==> src/sv/rmh_pkg.sv <==
// Shared types and constants for the running median block.
package rmh_pkg;

  localparam int SAMPLE_PORT_W = 32;
  localparam int MEDIAN_W      = 33;
  localparam int COUNT_W       = 11;

  typedef enum logic [3:0] {
    OP_NONE,
    OP_LOAD,
    OP_PUSH,
    OP_UP_RD,
    OP_UP_CMP,
    OP_POP,
    OP_DN_LAST,
    OP_DN_RD,
    OP_DN_CMP,
    OP_MOVE,
    OP_FIN
  } op_t;

  typedef struct packed {
    op_t op;
  } cmd_t;

  typedef struct packed {
    logic full;
    logic up_root;
    logic up_swap;
    logic dn_empty;
    logic dn_move;
    logic need_pop_lower;
    logic need_pop_upper;
  } stat_t;

endpackage

==> src/sv/rmh_ctrl.sv <==
// Sequencer for insert, rebalance and result transfer.
module rmh_ctrl (
  input  logic          clk,
  input  logic          rst,
  input  logic          in_valid,
  output logic          in_stall,
  output logic          out_valid,
  input  logic          out_stall,
  input  rmh_pkg::stat_t st,
  output rmh_pkg::cmd_t  cmd
);
  import rmh_pkg::*;

  typedef enum logic [3:0] {
    S_IDLE, S_PUSH, S_UP_RD, S_UP_CMP, S_BAL, S_POP, S_DN_LAST,
    S_DN_RD, S_DN_CMP, S_MOVE, S_FIN, S_OUT
  } state_t;

  state_t state;
  logic   moved;

  always_ff @(posedge clk) begin
    if (rst) begin
      state <= S_IDLE;
      moved <= 1'b0;
    end else begin
      case (state)
        S_IDLE: begin
          moved <= 1'b0;
          if (in_valid) begin
            state <= st.full ? S_FIN : S_PUSH;
          end
        end
        S_PUSH:  state <= S_UP_RD;
        S_UP_RD: begin
          if (st.up_root) begin
            state <= moved ? S_FIN : S_BAL;
          end else begin
            state <= S_UP_CMP;
          end
        end
        S_UP_CMP: begin
          if (st.up_swap) begin
            state <= S_UP_RD;
          end else begin
            state <= moved ? S_FIN : S_BAL;
          end
        end
        S_BAL: begin
          state <= (st.need_pop_lower || st.need_pop_upper) ? S_POP : S_FIN;
        end
        S_POP:     state <= S_DN_LAST;
        S_DN_LAST: state <= st.dn_empty ? S_MOVE : S_DN_RD;
        S_DN_RD:   state <= S_DN_CMP;
        S_DN_CMP:  state <= st.dn_move ? S_DN_RD : S_MOVE;
        S_MOVE: begin
          moved <= 1'b1;
          state <= S_UP_RD;
        end
        S_FIN: state <= S_OUT;
        S_OUT: begin
          if (!out_stall) begin
            state <= S_IDLE;
          end
        end
        default: state <= S_IDLE;
      endcase
    end
  end

  always_comb begin
    case (state)
      S_IDLE:    cmd.op = OP_LOAD;
      S_PUSH:    cmd.op = OP_PUSH;
      S_UP_RD:   cmd.op = OP_UP_RD;
      S_UP_CMP:  cmd.op = OP_UP_CMP;
      S_POP:     cmd.op = OP_POP;
      S_DN_LAST: cmd.op = OP_DN_LAST;
      S_DN_RD:   cmd.op = OP_DN_RD;
      S_DN_CMP:  cmd.op = OP_DN_CMP;
      S_MOVE:    cmd.op = OP_MOVE;
      S_FIN:     cmd.op = OP_FIN;
      default:   cmd.op = OP_NONE;
    endcase
  end

  assign in_stall  = (state != S_IDLE);
  assign out_valid = (state == S_OUT);

endmodule

==> config.mk <==
export PLATFORM = sky130hd
export DESIGN_NAME = rmh_ctrl
export DESIGN_NICKNAME = d
export VERILOG_FILES = /design/src/sv/rmh_pkg.sv /design/src/sv/rmh_ctrl.sv
export SDC_FILE = /design/constraint.sdc
export NUM_CORES = 1
export LEC_CHECK = 0
export BUFFER_PORTS_ARGS = -buffer_cell sky130_fd_sc_hd__buf_2
export CAP_MARGIN = 15
export CORE_MARGIN = 2
export CORE_UTILIZATION = 48
export DETAILED_ROUTE_END_ITERATION = 6
export HOLD_SLACK_MARGIN = 0.05
export PLACE_DENSITY = 0.78
export REMOVE_ABC_BUFFERS = 1
export SYNTH_ARGS = -nofsm -noshare
export SYNTH_HDL_FRONTEND = slang
export SYNTH_SLANG_ARGS = --single-unit
==> constraint.sdc <==
create_clock -name clk -period 2.8 [get_ports clk]
set_input_delay 0.14 -clock clk [delete_from_list [all_inputs] [get_ports clk]]
set_output_delay 0.14 -clock clk [all_outputs]
set_load 0.02 [all_outputs]
### After elaboration in Yosys (flattened, before gate mapping)

Memory sizes are Yosys's and may differ from the RTL's. A register that Yosys moved wholly into a read port is not among the register bits.
Index checks and enable logic that the tools add are counted.

| operators by class | value |
|---|---|
| add/sub/neg operators | 0 |
| multipliers | 0 |
| divide/modulo/power cells | 0 |
| order comparisons | 0 |
| equality and inequality tests | 13 |
| shift operators | 0 |
| muxes and demuxes | 13 |
| bitwise operators | 0 |
| reductions and logical operators | 6 |

Operator list:

| cell | count |
|---|---|
| two-way mux 4 bit | 11 |
| case mux 4 bit (11 select lines) | 1 |
| equality test 4 x 3 -> 1 bit (second input constant) | 4 |
| equality test 4 bit (second input constant) | 4 |
| equality test 4 x 2 -> 1 bit (second input constant) | 2 |
| equality test 4 x 1 -> 1 bit (second input constant) | 1 |
| logical NOT 4 bit | 1 |
| inequality test 2 bit (second input constant) | 2 |
| nonzero test 4 bit | 1 |
| case mux 1 bit (2 select lines) | 1 |
| AND reduction 2 bit | 1 |
| nonzero test 2 bit | 1 |
| OR reduction 2 bit | 1 |
| logical OR 1 bit | 1 |

| word-level totals | value |
|---|---|
| register bits after elaboration | 5 |
| bits in latches | 0 |
| RAM bits | 0 |
| bits in read-only memories | 64 |
| bits of input ports | 11 |
| output and inout bits | 6 |
| logic and storage cells | 35 |
| memories | 1 |

Memory list:

| memory | depth | bits a word | rd ports | clocked after Yosys merged registers in | write ports | RTL line | text |
|---|---|---|---|---|---|---|---|
| (name not given) | 16 | 4 | 1 | 1 | 0 | rmh_ctrl.sv:72 | `case (state)` |

### Logic depth before layout (Yosys ltp)

| depth | value |
|---|---|
| depth after elaboration | 5 |
| depth in mapped cells | 11 |
| mapped depth without buffers | 10 |

### Least setup slack after synthesis

Ideal clock, no wire load.

| path | value |
|---|---|
| kind | register -> register |
| start | reg state[3] |
| end | reg, netlist name cmd[1] |
| setup time | 0.069 ns |
| arrival time | 2.219 ns |
| required time | 2.731 ns |
| slack | 0.512 ns |
| stages on the path, launching flop included | 10 |
| path buffers | 0 |
| period minus slack after synthesis | 2.288 ns |
| cell sequence | dfxtp_1 or4_4 o221a_1 o21ai_2 and2b_1 inv_1 ha_1 inv_1 mux2_1 o21ai_1 |

| between the ends | value |
|---|---|
| longest elaborated chain between the ends | 5 |
| elaborated cells on any way between the ends | 19 |
| classes of those cells | 13 x eq/ne; 3 x mux; 3 x reduce/logical |

RTL lines:

| item | RTL line | text |
|---|---|---|
| start, declared | rmh_ctrl.sv:19 | `state_t state;` |
| start signal, assigned | rmh_ctrl.sv:31 | `state <= st.full ? S_FIN : S_PUSH;` |
| start signal, assigned | rmh_ctrl.sv:37 | `state <= moved ? S_FIN : S_BAL;` |
| start signal, assigned | rmh_ctrl.sv:46 | `state <= moved ? S_FIN : S_BAL;` |
| equality test 4 bit, or another cell as far along | rmh_ctrl.sv:27 | `case (state)` |
| OR reduction 2 bit (no line) or inequality test 2 bit (tied branches) | -- |  |
| case mux 4 bit (11 select lines) or AND reduction 2 bit (tied branches) | -- |  |
| two-way mux 4 bit (no line) * (2 in series) | -- |  |

Mark *: on every way between the ends. The rest lies on a longest branch, timed or not.
A chain may end at the register's enable or synchronous reset.

### Final worst setup path

| path | value |
|---|---|
| start | reg state[1] |
| end | reg, netlist name cmd[1] |

| between the ends | value |
|---|---|
| longest elaborated chain between the ends | 5 |
| elaborated cells on any way between the ends | 19 |
| classes of those cells | 13 x eq/ne; 3 x mux; 3 x reduce/logical |

RTL lines:

| item | RTL line |
|---|---|
| equality test 4 bit, or another cell as far along | rmh_ctrl.sv:27 |
| OR reduction 2 bit (no line) or inequality test 2 bit (tied branches) | -- |
| case mux 4 bit (11 select lines) or AND reduction 2 bit (tied branches) | -- |
| two-way mux 4 bit (no line) * (2 in series) | -- |

Marked as above.

==> results.md <==
* Cell count after synthesis at 89
* Hold path startpoint: rst
* Launch instance of the worst register-to-register path: state[1]$_SDFFE_PP0N_
* Peak per-stage delay on the critical path at 0.60 ns
* Mean instance size in the synthesized netlist at a little over 8 um^2
* Maxcap violations at 0
* Max Freq at 0.382 GHz
* Number of nets at the end of the flow at 121
* Number of global-route vias before repair at 601
* Overall track demand over capacity in global routing at 0.181
* Setup clock skew after layout at 0.000814 ns
* Number of buffers added by the clock tree synthesis step at 3
* Area of the die at 0.00184 mm^2
* Crit end category: register
* Clock period minus final worst setup slack at 2.62 ns
* Leading cell types in the layout, fill and taps excluded: sky130_fd_sc_hd__buf_2, sky130_fd_sc_hd__dfxtp_1, sky130_fd_sc_hd__a21oi_1, sky130_fd_sc_hd__nor2_1, sky130_fd_sc_hd__nand2b_1
* DRC violation count after routing at 0
* Proportion of synthesized chip area in sequential cells at 0.249
* Leakage component of the power at 0.345 nW
* Wire length of the first global-routing pass at 2.51 mm
* Most used DFF post-synth: sky130_fd_sc_hd__dfxtp_1
* Wirelength per Cell at 12.6 um
* Number of H-tree branching levels at 1
* Most common cell after layout, fill and taps aside: sky130_fd_sc_hd__buf_2
* Final weighted congestion in routability-driven placement at around 0.85
* Worst-case vdd ir drop at roughly 0.00044 V
* Floorplan row count at 14
* Clock root buffer: sky130_fd_sc_hd__clkbuf_4
* Final critical-path share of the clock period at 0.935
* Tightest slew margin relative to the limit at 0.669
* Clk Latency, worst-skew pair at 0.27 ns
* # diodes at 0
* Worst hold path class: in2reg
* Unrepaired setup endpoints after global routing: false
* Effective utilization at floorplan at 0.498
* Run status: complete, no violations
* Post-CTS setup repair buffer count at 0
* Design area at a little over 800 um^2
* Port buffer count at 16
* Max FO, Critical Path at 13
* CTS sink count at 9
* Critical path required time at approximately 3 ns
* Pwr/cell area at 1130 mW/mm^2
* Most common cell on crit path: sky130_fd_sc_hd__inv_1
* Setup_tns at 0 ns
* Via density per instance at around 5.7
* Post-cts hold buffer count at 0
* DR vias at 683
* Count of flip-flops with a built-in enable after synthesis at 0
* Critical path type: reg2reg
* Layout cells sized above 1 at 0.279
* Register bit count reported by yosys at 9
* Leftover overflow at the end of global routing at 0
* Fraction of synthesized cell area taken by the top area cell type at 0.249
* Detailed-placement wirelength estimate at about 1.1 mm
* Number of instances resized during post-cts repair at 0
* CP Launch Point: state[1]$_SDFFE_PP0N_
* Slack of the worst reg-to-reg path at 0.18 ns
* Kind of cell adding the most delay to the critical path: simple AND/OR/NAND/NOR gates
* Post-detailed-route count of antenna-violating nets at 0
* Slew of the pin with the lowest slew margin at 0.495 ns
* Final-report hold violation count at 0
* Growth of design area from synthesis to finish at 13.8%
* Cell area after synthesis at ~720 um^2
* Ranking of synthesized cells by area: sky130_fd_sc_hd__dfxtp_1, sky130_fd_sc_hd__ha_1, sky130_fd_sc_hd__a21oi_1, sky130_fd_sc_hd__nand2b_1, sky130_fd_sc_hd__nor2_1
* Router iterations before antenna repair at 4
* Number of cells traversed by the worst register-to-register path at 10
* Arrival time at the worst endpoint at 2.82 ns
* Warnings from Yosys at 0
* Slowest library cell on the worst path: sky130_fd_sc_hd__dfxtp_1
* Startpoint type of the worst setup path: register
* Placeable core region at 0.00145 mm^2
* Endpoint, Worst Hold: moved$_SDFFE_PP0P_
* Maximum clock path buffer count at 2
* Die height at around 43 um
* Instance area at placement at 798 um^2
* Horizontal die dimension at between 40 and 50 um
* Proportion of register bits with asynchronous set or reset after synthesis at 0
* R2r endpoint: cmd[1]$_DFF_P_
* Final Slew Violations at 0
* Antenna violations before repair at 0
* # IOs at 17
* Clk slew on worst S/H paths at ~0.070 ns
* Pin count of the biggest net entering global routing at 16
* CTS tree: done
* Synth cell types at 40
* Drt first-iter violations at 19
* Most area-hungry cell type in the Yosys netlist: sky130_fd_sc_hd__dfxtp_1
* Number of buffer and inverter stages on the critical path at 2
* Cells on Worst Hold Path at 2
* Routed WL at 1.51 mm
* Number of setup violations in the final report at 0
* CP cell instances: inv_1, or3_4, a31oi_4, nor3_1, or2_1, a21o_1, ha_1, inv_1, mux2_1, o21ai_1
==> through the flow <==
stage                     hold WS (ns)  worst slack [ns]  utilization  power [W]  instances
final                            0.149             0.182        0.567   0.000932        120
after global routing             0.166            0.0663        0.567    0.00101        120
after CTS                        0.144             0.208        0.567   0.000930        120
after detailed placement         0.423             0.245        0.549   0.000819        116
after global placement           0.421             0.297        0.549   0.000804        116
after floorplan                  0.209             0.411            -   0.000692         84
==> cells in the mapped netlist, types with 2 or more instances <==
master / n
sky130_fd_sc_hd__nand2_1: 5
sky130_fd_sc_hd__inv_1: 5
sky130_fd_sc_hd__dfxtp_1: 9
sky130_fd_sc_hd__nand2b_1: 6
sky130_fd_sc_hd__nor2b_1: 2
sky130_fd_sc_hd__o21ai_2: 3
sky130_fd_sc_hd__a21oi_1: 8
sky130_fd_sc_hd__buf_2: 3
sky130_fd_sc_hd__nor2_1: 7
sky130_fd_sc_hd__o21ai_0: 3
sky130_fd_sc_hd__inv_2: 2
sky130_fd_sc_hd__ha_1: 5
sky130_fd_sc_hd__o21ai_1: 2
sky130_fd_sc_hd__nor3_1: 2
sky130_fd_sc_hd__or2_1: 2
==> sequential cells by signal, indices dropped and copies added, names as in the netlist <==
register	cells
moved	1
state	4
cmd	4
==> layout make-up <==
| type | count | area, um^2 |
|---|---|---|
| repair buffers | 16 | 80.1 |
| multi-input cells | 68 | 492 |
| inverters | 7 | 26.3 |
| clock buffers | 4 | 26.3 |
| flip-flops and latches | 9 | 180 |
| well taps | 16 | 20.0 |
| fillers | 141 | 629 |
==> worst register-to-register path: stages (launching register included) <==
cell and delay [ns]:
sky130_fd_sc_hd__dfxtp_1 0.60, sky130_fd_sc_hd__inv_1 0.15, sky130_fd_sc_hd__or3_4 0.40, sky130_fd_sc_hd__a31oi_4 0.15
sky130_fd_sc_hd__nor3_1 0.08, sky130_fd_sc_hd__or2_1 0.26, sky130_fd_sc_hd__a21o_1 0.21, sky130_fd_sc_hd__ha_1 0.27
sky130_fd_sc_hd__inv_1 0.03, sky130_fd_sc_hd__mux2_1 0.28, sky130_fd_sc_hd__o21ai_1 0.12
==> metal layers <==
metal | vias up | share of wire | global-route usage
met2 | 16 | 0.48 | 0.279
met1 | 318 | 0.46 | 0.224
li1 | 349 | - | -
met5 | - | 0 | 0
met3 | 0 | 0.061 | 0.0553
met4 | 0 | 0 | 0.0938
==> power by group <==
| group | switching [W] | leakage (nW) | internal (W) |
|---|---|---|---|
| combinational | 0.000300 | 0.256 | 0.000257 |
| clock | 0.0000544 | 0.0150 | 0.0000551 |
| sequential | 0.0000903 | 0.0739 | 0.000176 |
| total | 0.000445 | 0.345 | 0.000488 |
==> worst max path at each step <==
stage | cells past startpoint | end
6_report | 10 | cmd[1]$_DFF_P_
4_1_cts | 10 | cmd[1]$_DFF_P_
5_1_grt | 10 | cmd[1]$_DFF_P_
3_3_place_gp | 9 | cmd[1]$_DFF_P_
3_5_place_dp | 10 | cmd[1]$_DFF_P_
2_1_floorplan | 9 | cmd[1]$_DFF_P_
==> cells by family after synthesis <==
kind of cell	after synthesis	share of synthesized area
xor gates and xnor gates	1	0.0121
AOI/OAI and AO/OA	26	0.269
buffers and inverters	12	0.0725
DFF	9	0.249
and+or+nand+nor	34	0.282
muxes	2	0.0294
adders and majority gates	5	0.0864
No activity file was read; power rests on OpenSTA's default activity.
